==> src/hdl/stk_pkg.sv <==
// Shared types and codes for the sorted top-k insert table.
`default_nettype none
package stk_pkg;

    localparam int SCORE_W = 32;
    localparam int TAG_W   = 24;
    localparam int POS_W   = 3;
    localparam int FILL_W  = 4;

    typedef enum logic [0:0] {
        FUNC_INSERT = 1'b0,
        FUNC_READ   = 1'b1
    } func_t;

    typedef struct packed {
        logic               valid;
        logic [SCORE_W-1:0] score;
        logic [TAG_W-1:0]   tag;
    } entry_t;

endpackage
`default_nettype wire

==> src/hdl/stk_cell.sv <==
// One rank of the sorted table: compares against the new score and shifts from its neighbour.
`default_nettype none
module stk_cell (
    input  wire logic                   clk,
    input  wire logic                   rst_n,
    input  wire logic                   ins,
    input  wire logic [stk_pkg::SCORE_W-1:0] new_score,
    input  wire logic [stk_pkg::TAG_W-1:0]   new_tag,
    input  wire stk_pkg::entry_t        prev_entry,
    input  wire logic                   prev_take,
    output stk_pkg::entry_t             entry,
    output logic                        take
);
    import stk_pkg::*;

    logic   valid_reg;
    logic   valid_next;
    entry_t data_reg;
    entry_t data_next;

    // ranks are a sorted prefix, so take is monotone along the chain
    assign take = !valid_reg || (new_score > data_reg.score);

    always_comb
    begin
        data_next  = data_reg;
        valid_next = valid_reg;
        if (ins)
        begin
            priority if (prev_take)
            begin
                data_next  = prev_entry;
                valid_next = prev_entry.valid;
            end
            else if (take)
            begin
                data_next.score = new_score;
                data_next.tag   = new_tag;
                valid_next      = 1'b1;
            end
            else
            begin
                valid_next = valid_reg;
            end
        end
    end

    always_ff @(posedge clk or negedge rst_n)
    begin
        if (!rst_n)
        begin
            valid_reg <= 1'b0;
        end
        else
        begin
            valid_reg <= valid_next;
        end
    end

    always_ff @(posedge clk)
    begin
        data_reg <= data_next;
    end

    always_comb
    begin
        entry       = data_reg;
        entry.valid = valid_reg;
    end

endmodule
`default_nettype wire

==> src/hdl/sorted_top_k_insert_table_core.sv <==
// Top level of the sorted top-k insert table: cell chain, fill counter and result register.
//  channel | signals                                        | dir
//  in      | in_valid in_stall func new_score new_tag        | to block
//          | read_position                                  |
//  out     | out_valid out_stall entry_score entry_tag       | from block
//          | was_inserted insert_slot fill_count            |
// One transfer per cycle while in_stall is low: every cell compares and shifts in parallel in the
// accepting cycle, and the result is in the output register on the next one.
// rst_n clears all cell valid bits and the fill counter; the table starts empty.
// in_stall is high only while a result is held and out_stall is high.
`default_nettype none
module sorted_top_k_insert_table_core #(
    parameter int TABLE_DEPTH = 8
) (
    input  wire logic                         clk,
    input  wire logic                         rst_n,
    input  wire logic                         in_valid,
    output logic                              in_stall,
    input  wire logic                         func,
    input  wire logic [stk_pkg::SCORE_W-1:0]  new_score,
    input  wire logic [stk_pkg::TAG_W-1:0]    new_tag,
    input  wire logic [stk_pkg::POS_W-1:0]    read_position,
    output logic                              out_valid,
    input  wire logic                         out_stall,
    output logic [stk_pkg::SCORE_W-1:0]       entry_score,
    output logic [stk_pkg::TAG_W-1:0]         entry_tag,
    output logic                              was_inserted,
    output logic [stk_pkg::POS_W-1:0]         insert_slot,
    output logic [stk_pkg::FILL_W-1:0]        fill_count
);
    import stk_pkg::*;

    localparam int CNT_W  = $clog2(TABLE_DEPTH + 1);
    localparam int READ_N = (TABLE_DEPTH < 8) ? TABLE_DEPTH : 8;

    entry_t            entries [TABLE_DEPTH];
    logic              takes   [TABLE_DEPTH];
    logic              accept;
    logic              ins;
    logic              full;
    logic [CNT_W-1:0]  count_reg;
    logic [CNT_W-1:0]  count_next;
    logic [31:0]       slot_acc;
    logic [31:0]       cnt_ext;
    logic [SCORE_W-1:0] rd_score;
    logic [TAG_W-1:0]  rd_tag;

    logic               out_valid_reg;
    logic [SCORE_W-1:0] entry_score_reg;
    logic [TAG_W-1:0]   entry_tag_reg;
    logic               was_inserted_reg;
    logic [POS_W-1:0]   insert_slot_reg;
    logic [FILL_W-1:0]  fill_count_reg;

    assign in_stall = out_valid_reg && out_stall;
    assign accept   = in_valid && !in_stall;
    assign ins      = accept && (func_t'(func) == FUNC_INSERT);
    assign full     = (count_reg == CNT_W'(TABLE_DEPTH));

    genvar g;
    generate
        for (g = 0; g < TABLE_DEPTH; g++)
        begin : g_cell
            if (g == 0)
            begin : g_head
                stk_cell u_cell (
                    .clk        (clk),
                    .rst_n      (rst_n),
                    .ins        (ins),
                    .new_score  (new_score),
                    .new_tag    (new_tag),
                    .prev_entry ('0),
                    .prev_take  (1'b0),
                    .entry      (entries[g]),
                    .take       (takes[g])
                );
            end
            else
            begin : g_body
                stk_cell u_cell (
                    .clk        (clk),
                    .rst_n      (rst_n),
                    .ins        (ins),
                    .new_score  (new_score),
                    .new_tag    (new_tag),
                    .prev_entry (entries[g-1]),
                    .prev_take  (takes[g-1]),
                    .entry      (entries[g]),
                    .take       (takes[g])
                );
            end
        end
    endgenerate

    // landing rank: the first cell that takes
    always_comb
    begin
        slot_acc = '0;
        for (int i = 0; i < TABLE_DEPTH; i++)
        begin
            if (takes[i] && (i == 0 || !takes[(i == 0) ? 0 : i - 1]))
            begin
                slot_acc = slot_acc | 32'(i);
            end
        end
    end

    always_comb
    begin
        rd_score = '0;
        rd_tag   = '0;
        for (int i = 0; i < READ_N; i++)
        begin
            if (read_position == POS_W'(i) && entries[i].valid)
            begin
                rd_score = entries[i].score;
                rd_tag   = entries[i].tag;
            end
        end
    end

    assign count_next = (ins && !full) ? count_reg + CNT_W'(1) : count_reg;
    assign cnt_ext    = 32'(count_next);

    always_ff @(posedge clk or negedge rst_n)
    begin
        if (!rst_n)
        begin
            count_reg     <= '0;
            out_valid_reg <= 1'b0;
        end
        else
        begin
            count_reg <= count_next;
            if (accept)
            begin
                out_valid_reg <= 1'b1;
            end
            else if (!out_stall)
            begin
                out_valid_reg <= 1'b0;
            end
        end
    end

    always_ff @(posedge clk)
    begin
        if (accept)
        begin
            fill_count_reg <= cnt_ext[FILL_W-1:0];
            if (func_t'(func) == FUNC_READ)
            begin
                entry_score_reg  <= rd_score;
                entry_tag_reg    <= rd_tag;
                was_inserted_reg <= 1'b0;
                insert_slot_reg  <= '0;
            end
            else
            begin
                entry_score_reg  <= '0;
                entry_tag_reg    <= '0;
                was_inserted_reg <= takes[TABLE_DEPTH-1];
                insert_slot_reg  <= takes[TABLE_DEPTH-1] ? slot_acc[POS_W-1:0] : '0;
            end
        end
    end

    assign out_valid    = out_valid_reg;
    assign entry_score  = entry_score_reg;
    assign entry_tag    = entry_tag_reg;
    assign was_inserted = was_inserted_reg;
    assign insert_slot  = insert_slot_reg;
    assign fill_count   = fill_count_reg;

endmodule
`default_nettype wire

==> config.mk <==
export PLATFORM = sky130hd
export DESIGN_NAME = sorted_top_k_insert_table_core
export DESIGN_NICKNAME = d
export VERILOG_FILES = /design/src/hdl/stk_pkg.sv /design/src/hdl/stk_cell.sv /design/src/hdl/sorted_top_k_insert_table_core.sv
export SDC_FILE = /design/constraint.sdc
export NUM_CORES = 1
export LEC_CHECK = 0
export ABC_AREA = 1
export BUFFER_PORTS_ARGS = -buffer_cell sky130_fd_sc_hd__buf_2
export CAP_MARGIN = 15
export CORE_UTILIZATION = 60
export CTS_BUF_LIST = sky130_fd_sc_hd__clkbuf_8
export DETAILED_ROUTE_END_ITERATION = 7
export HOLD_SLACK_MARGIN = 0.15
export PLACE_DENSITY_LB_ADDON = 0.12
export SYNTH_ARGS = -nofsm -noshare
export SYNTH_HDL_FRONTEND = slang
export SYNTH_HIERARCHICAL = 1
export SYNTH_SLANG_ARGS = --single-unit
==> constraint.sdc <==
create_clock -name clk -period 5.35 [get_ports clk]
set_clock_uncertainty 0.05 [all_clocks]
set_input_delay 0 -clock clk [delete_from_list [all_inputs] [get_ports clk]]
set_output_delay 0 -clock clk [all_outputs]
set_load 0.1 [all_outputs]
==> results of run 1 <==
-- Yosys cell counts, drive strengths merged (6+ instances only) --
cell type	instances	area, um2
dfrtp	13	325.3
a21oi	108	548.0
a21o	8	60.06
ha	258	3228
nand2	1833	6895
buf	115	603.1
nand3	250	1261
edfxtp	512	15370
a31oi	8	50.05
o21ai	81	405.4
inv	579	2173
nor2	340	1381
clkinv	6	22.52
clkbuf	75	281.5
o21a	8	67.56
nand4	75	506.7
-- critical path, cell delays in order, from the launching register on --
cell and delay [ns]:
edfxtp_1 0.37, inv_1 0.05, ha_1 0.29, nand2_1 0.08
nor2_1 0.18, nand2_1 0.09, nand2_1 0.16, nand2_1 0.07
nand2_1 0.13, nand2_1 0.07, nand2_1 0.05, nand2_1 0.10
nand2_2 0.10, inv_2 0.04, nand3_1 0.07, nand2_1 0.06
inv_2 0.73, buf_4 0.49
-- area by class of cell --
cell class / instances / area [um2]
Sequential cell: 525 / 15700
Fill cell: 4540 / 17390
Tap cell: 696 / 870.8
Antenna cell: 2 / 5.005
Inverter: 585 / 2196
Clock inverter: 62 / 311.5
Clock buffer: 101 / 1390
Timing Repair Buffer: 236 / 1612
Multi-Input combinational cell: 3036 / 14770
-- cell families after synthesis --
family          count (synthesis)
compound gates                216
xor+xnor                        1
fa+ha+maj                     258
buf+inv                       775
flops                         525
other cells                     1
simple gates                 2503
-- metrics by stage --
stage          hold WS (ns)  area (um2)  power (mW)  setup WS [ns]  instances
2_1_floorplan       -0.3456       33470       7.264         0.6365       4336
3_3_place_gp        -0.1103       34500       8.032          1.873       5013
3_5_place_dp        -0.1140       34500       8.111          1.853       5013
4_1_cts              0.1506       36850       11.67          1.832       5241
5_1_grt              0.1907       36850       12.23          1.663       5243
6_report             0.1948       36850       11.69          1.798       5243
-- repair_timing --
action | in CTS | in global routing
resized for setup | 0 | 0
hold endpoints to repair | 531 | 0
hold buffers | 65 | 0
-- layout by cell type, fill, tap and decap left out, types with 3 or more instances in the layout --
cell type      synthesis  routed
dfrtp_1               13      13
o21ai_1               28      28
nand3_1              248     248
clkbuf_8               0     101
nand4_1               69      69
nor2_4                 6      13
nor2_2                24      24
buf_2                104     129
nor3_2                 2       3
conb_1                 1      58
nand2_2                6      14
clkinv_1               6      20
a21oi_1              106     106
ha_1                 258     258
inv_1                568     584
nand2_1             1827    1819
o21ai_0               53      53
inv_2                 11      27
dlygate4sd3_1          0      65
edfxtp_1             512     512
buf_4                 11      42
nor2_1               310     303
clkinv_2               0      11
a21o_1                 8       8
o21a_2                 6       6
nand4_2                6       6
a31oi_1                8       8
-- worst paths after layout --
check	start	to	slack [ns]	depth (start not counted)
max reg2reg	g_cell[4].g_body.u_cell/entry[31]$_DFFE_PP_	g_cell[5].g_body.u_cell/entry[24]$_DFFE_PP_	1.80	17
max in group asynchronous	rst_n	count_reg[3]$_DFF_PN0_	4.34	3
max	g_cell[4].g_body.u_cell/entry[31]$_DFFE_PP_	g_cell[5].g_body.u_cell/entry[24]$_DFFE_PP_	1.80	17
min in group asynchronous	rst_n	g_cell[1].g_body.u_cell/valid_reg$_DFFE_PN0P_	0.40	3
min reg2reg	count_reg[3]$_DFF_PN0_	count_reg[3]$_DFF_PN0_	0.46	2
min	new_tag[6]	g_cell[3].g_body.u_cell/entry[6]$_DFFE_PP_	0.19	4
-- power by group through the flow --
stage          combinational [mW]  sequential, mW  clock, mW
2_1_floorplan                1.71            5.56          0
3_3_place_gp                 2.76            5.27          0
3_5_place_dp                 2.83            5.28          0
4_1_cts                      2.88            5.20       3.60
5_1_grt                      3.22            5.23       3.78
6_report                     2.93            5.20       3.56
-- layer usage --
metal  vias to the layer above  share of wire
li1                      13930              -
met1                     12970           0.40
met2                      1227           0.48
met3                       259          0.086
met4                         0          0.040
met5                         -              0
==> flow_summary.json, run 1 <==
{
  "finalSetupTns_ns": 0,
  "io_pins": 130,
  "worstSetupStartpointType": "flop",
  "ys.flop_type": "edfxtp_1",
  "synth_mux_area_frac": 0,
  "cp_max_fo": 32,
  "htreeDepth": 3,
  "power.density_nw_per_um2": 317.1,
  "synth.cell_area_um2": 33260,
  "synth_cell_types": 33,
  "setup_viol": 0,
  "clk_pin_slew_ns": 0.06,
  "vias_per_cell": 5.414,
  "cts_tree": "built",
  "grt_max_degree": 69,
  "max_slew.worst_pin.slew_ns": 1.175,
  "dieHeight_um": 237.4,
  "largest_reg_flops": 392,
  "synthSimpleGateAreaFrac": 0.3032,
  "vdd_drop_max_mv": 0.2289,
  "antenna_found_initial": 2,
  "grt_usage": 0.3354,
  "ant_nets": 0,
  "pwr-share-clk": 0.304,
  "insertion_delay_ns": 0.73,
  "io_buffer_count": 129,
  "use_met3": 0.06271,
  "numCtsBuffers": 95,
  "die_w_um": 237.4,
  "p_sw_frac": 0.3488,
  "post-route-min-period_ns": 3.552,
  "cts_buffer_depth": 3,
  "dr_total_vias": 28390,
  "synth-seq-cells": 525,
  "ys_warn_count": 6,
  "max_slew_margin": 0.2155,
  "gr-total-overflow": 0,
  "grt_use_met2": 0.5661,
  "ys_async_sr_fraction": 0.02476,
  "busiest_layer": "met2",
  "rsz0062_at_grt": "no",
  "hp-class": "input pin to flop",
  "leakage_nw": 18.62,
  "row_count": 85,
  "criticalPathCategory": "flop to flop",
  "syn_inst": 4279,
  "hold_violations": 0,
  "power_frac_seq": 0.445,
  "core_um2": 54240,
  "area.growth.synth_to_final_pct": 10.82,
  "grt_pass1_wl_mm": 146.7,
  "grt_pass1_vias": 27310,
  "nets": 4801,
  "drcViolationCount": 0,
  "status": "completed",
  "drt-total-wl_mm": 93.75,
  "p_sw_mw": 4.076,
  "drtIter0Drc": 2782,
  "dp_hpwl_mm": 59.43,
  "syn_area_per_cell_um2": 7.772,
  "wire_per_inst_um": 17.88,
  "dieArea_um2": 56370,
  "cp.required_ns": 5.66,
  "synth-compound-area-share": 0.03465,
  "p_int_mw": 7.609,
  "cp-end-kind": "flop",
  "cts.sink_count": 525,
  "yosysSeqAreaShare": 0.4721,
  "cp.arrival_ns": 3.86,
  "synth_xor_area_frac": 0.0002634,
  "synth_edf_count": 512,
  "fmax_mhz": 281.5,
  "p_comb_frac": 0.251,
  "drv_slew": 0,
  "grt_util_met1": 0.4216,
  "dr.pass1.iters": 5,
  "drive_gt1_frac": 0.08515,
  "start_util": 0.6131,
  "final_util": 0.6795,
  "cap_violations": 0,
  "synthAdderAreaFrac": 0.09707,
  "place_congestion": 0.8804,
  "cts_setup_buffers": 0,
  "period_share": 0.6640,
  "root_buffer": "clkbuf_8",
  "synth_top_family_by_area": "simple AND/OR/NAND/NOR gates"
}
Power figures use the tool's default switching activity.
==> run 2: changes to the inputs <==
--- a/config.mk
+++ b/config.mk
@@ -8,7 +8,7 @@
 export ABC_AREA = 1
 export BUFFER_PORTS_ARGS = -buffer_cell sky130_fd_sc_hd__buf_2
 export CAP_MARGIN = 15
-export CORE_UTILIZATION = 60
+export CORE_UTILIZATION = 59
 export CTS_BUF_LIST = sky130_fd_sc_hd__clkbuf_8
 export DETAILED_ROUTE_END_ITERATION = 7
 export HOLD_SLACK_MARGIN = 0.15
==> constraint.sdc (replaced) <==
create_clock -name clk -period 3.1 [get_ports clk]
set_clock_uncertainty 0.05 [all_clocks]
set_input_delay 0 -clock clk [delete_from_list [all_inputs] [get_ports clk]]
set_output_delay 0 -clock clk [all_outputs]
set_load 0.1 [all_outputs]
==> run 2 against run 1 <==
  * Combinational power is 75% higher
  * Non-clock buffer count grew 26
  * Wire length decreased by 1.8%
  * Global-route usage is 0.84 points lower
  * First-iteration DRC count barely moved
  * Sequential power grew 72%
  * Die area is 1.7% higher
  * Final area is 1.4% higher
  * Core utilization fell by 0.49 points
==> flow_summary.json, run 2 (synthesis results as in run 1) <==
{
  "io_pins": 130,
  "vias_per_cell": 5.344,
  "power.density_nw_per_um2": 535.3,
  "hp-class": "input pin to flop",
  "row_count": 86,
  "nFillCells": 4731,
  "layout_setup_ws_ns": 0.1683,
  "dp_slack_ns": 0.04946,
  "hold_path_depth": 4,
  "grt_pass1_wl_mm": 145.1,
  "insertion_delay_ns": 0.70,
  "dr.pass1.iters": 6,
  "root_buffer": "clkbuf_8",
  "drt-total-wl_mm": 92.10,
  "core_um2": 55420,
  "drtIter0Drc": 2783,
  "wire_per_inst_um": 17.29,
  "start_util": 0.6001,
  "dr_total_vias": 28470,
  "gr-total-overflow": 0,
  "vdd_drop_max_mv": 0.4281,
  "cts_tree": "built",
  "grt_max_degree": 62,
  "htreeDepth": 3,
  "final_util": 0.6746,
  "final_common_cell": "nand2_1",
  "drv_slew": 0,
  "hold_ws_ns": 0.1877,
  "setup_viol": 0,
  "cts_setup_buffers": 0,
  "reg2reg_depth": 14,
  "place_area_um2": 34990,
  "cp.required_ns": 3.44,
  "final_cell_mix": "nand2_1, inv_1, edfxtp_1",
  "die_w_um": 239.4,
  "antenna_found_initial": 3,
  "clk_pin_slew_ns": 0.06,
  "max_slew_margin": 0.4021,
  "cts_buffer_depth": 3,
  "reg2reg_from": "g_cell[4].g_body.u_cell/entry[31]$_DFFE_PP_",
  "drive_gt1_frac": 0.08781,
  "cap_violations": 0,
  "dieArea_um2": 57320,
  "area.growth.synth_to_final_pct": 12.41,
  "worstSetupStartpointType": "flop",
  "criticalPathCategory": "flop to flop",
  "finish.instance_area_um2": 37380,
  "hp-start": "new_tag[14]",
  "hold_end": "g_cell[3].g_body.u_cell/entry[14]$_DFFE_PP_",
  "cp.arrival_ns": 3.27,
  "dp.cells": 5085,
  "regToRegSetupSlack_ns": 0.17,
  "io_buffer_count": 129,
  "final_cells": 5328,
  "max_slew.worst_pin.slew_ns": 0.8968,
  "place_congestion": 0.9399,
  "leakage_nw": 18.78,
  "period_share": 0.9457,
  "finalSetupTns_ns": 0,
  "grt_usage": 0.3270,
  "grt_pass1_vias": 27220,
  "power_mw": 20.01,
  "fmax_mhz": 341.1,
  "cts.sink_count": 525,
  "cp-end-kind": "flop",
  "rr_endpoint": "g_cell[5].g_body.u_cell/entry[35]$_DFFE_PP_",
  "dieHeight_um": 239.4,
  "drcViolationCount": 0,
  "numCtsBuffers": 94,
  "largest_reg_flops": 392,
  "status": "completed",
  "dp_hpwl_mm": 59.76,
  "cp_max_fo": 26,
  "hold_violations": 0,
  "nets": 4826,
  "ant_nets": 0,
  "post-route-min-period_ns": 2.932
}
==> run 2: cell types whose count changed in the layout (fill, tap and decap cells not counted), moves of 6 or more <==
cell / delta
clkinvlp_4: +8
clkinv_2: -7
inv_2: -8
buf_12: +18
clkinv_1: +7
dlygate4sd3_1: +6
inv_1: +8
==> run 2: area by class of cell <==
class | instances | area, um2 | area share
Inverter | 585 | 2230 | 0.05964
Antenna cell | 2 | 5.005 | 0.0001339
Timing Repair Buffer | 262 | 2054 | 0.05496
Clock buffer | 99 | 1363 | 0.03645
Sequential cell | 525 | 15700 | 0.4201
Multi-Input combinational cell | 3036 | 14790 | 0.3955
Tap cell | 748 | 935.9 | 0.02504
Clock inverter | 71 | 305.3 | 0.008167
==> run 2: routing by layer <==
| metal | wire, um | global-route usage |
|---|---|---|
| met5 | 0 | 0 |
| met4 | 2706 | 0.1175 |
| met3 | 7773 | 0.04587 |
| met2 | 44170 | 0.5542 |
| met1 | 37450 | 0.4274 |
==> run 2: what timing repair did <==
| action | CTS | global route |
|---|---|---|
| hold buffers | 71 | 0 |
| hold endpoints to repair | 549 | 0 |
| setup endpoints to repair | 0 | 6 |
| resized for setup | 0 | 2 |
==> run 2: report_power, final <==
group	leakage, nW	switching, mW	internal, mW
combinational	12.9	3.72	1.41
clock	1.00	2.97	2.94
sequential	4.90	0.285	8.68
==> run 2: worst max-delay path by stage <==
stage | end | depth (start not counted) | startpoint | slack, ns
floorplan | g_cell[1].g_body.u_cell/entry[0]$_DFFE_PP_ | 5 | out_valid$_DFFE_PN0P_ | -0.1
global placement | insert_slot[2]$_SDFFCE_PP0P_ | 16 | g_cell[4].g_body.u_cell/entry[31]$_DFFE_PP_ | 0.09
detailed placement | insert_slot[2]$_SDFFCE_PP0P_ | 16 | g_cell[4].g_body.u_cell/entry[31]$_DFFE_PP_ | 0.05
CTS | insert_slot[2]$_SDFFCE_PP0P_ | 18 | g_cell[4].g_body.u_cell/entry[27]$_DFFE_PP_ | 0.05
global route | insert_slot[2]$_SDFFCE_PP0P_ | 18 | g_cell[4].g_body.u_cell/entry[27]$_DFFE_PP_ | -0.0001
finish | g_cell[5].g_body.u_cell/entry[35]$_DFFE_PP_ | 14 | g_cell[4].g_body.u_cell/entry[31]$_DFFE_PP_ | 0.17
==> run 2: critical path, cell delays in order, from the launching register on <==
cell	delay, ns
edfxtp_1	0.37
inv_1	0.05
ha_1	0.28
nand2_1	0.08
nor2_1	0.17
nand4_1	0.21
nor2_1	0.35
nand2_1	0.10
nand2_1	0.19
nand2_2	0.10
inv_2	0.09
nand3_1	0.07
nand2_1	0.11
clkinvlp_4	0.13
buf_4	0.27
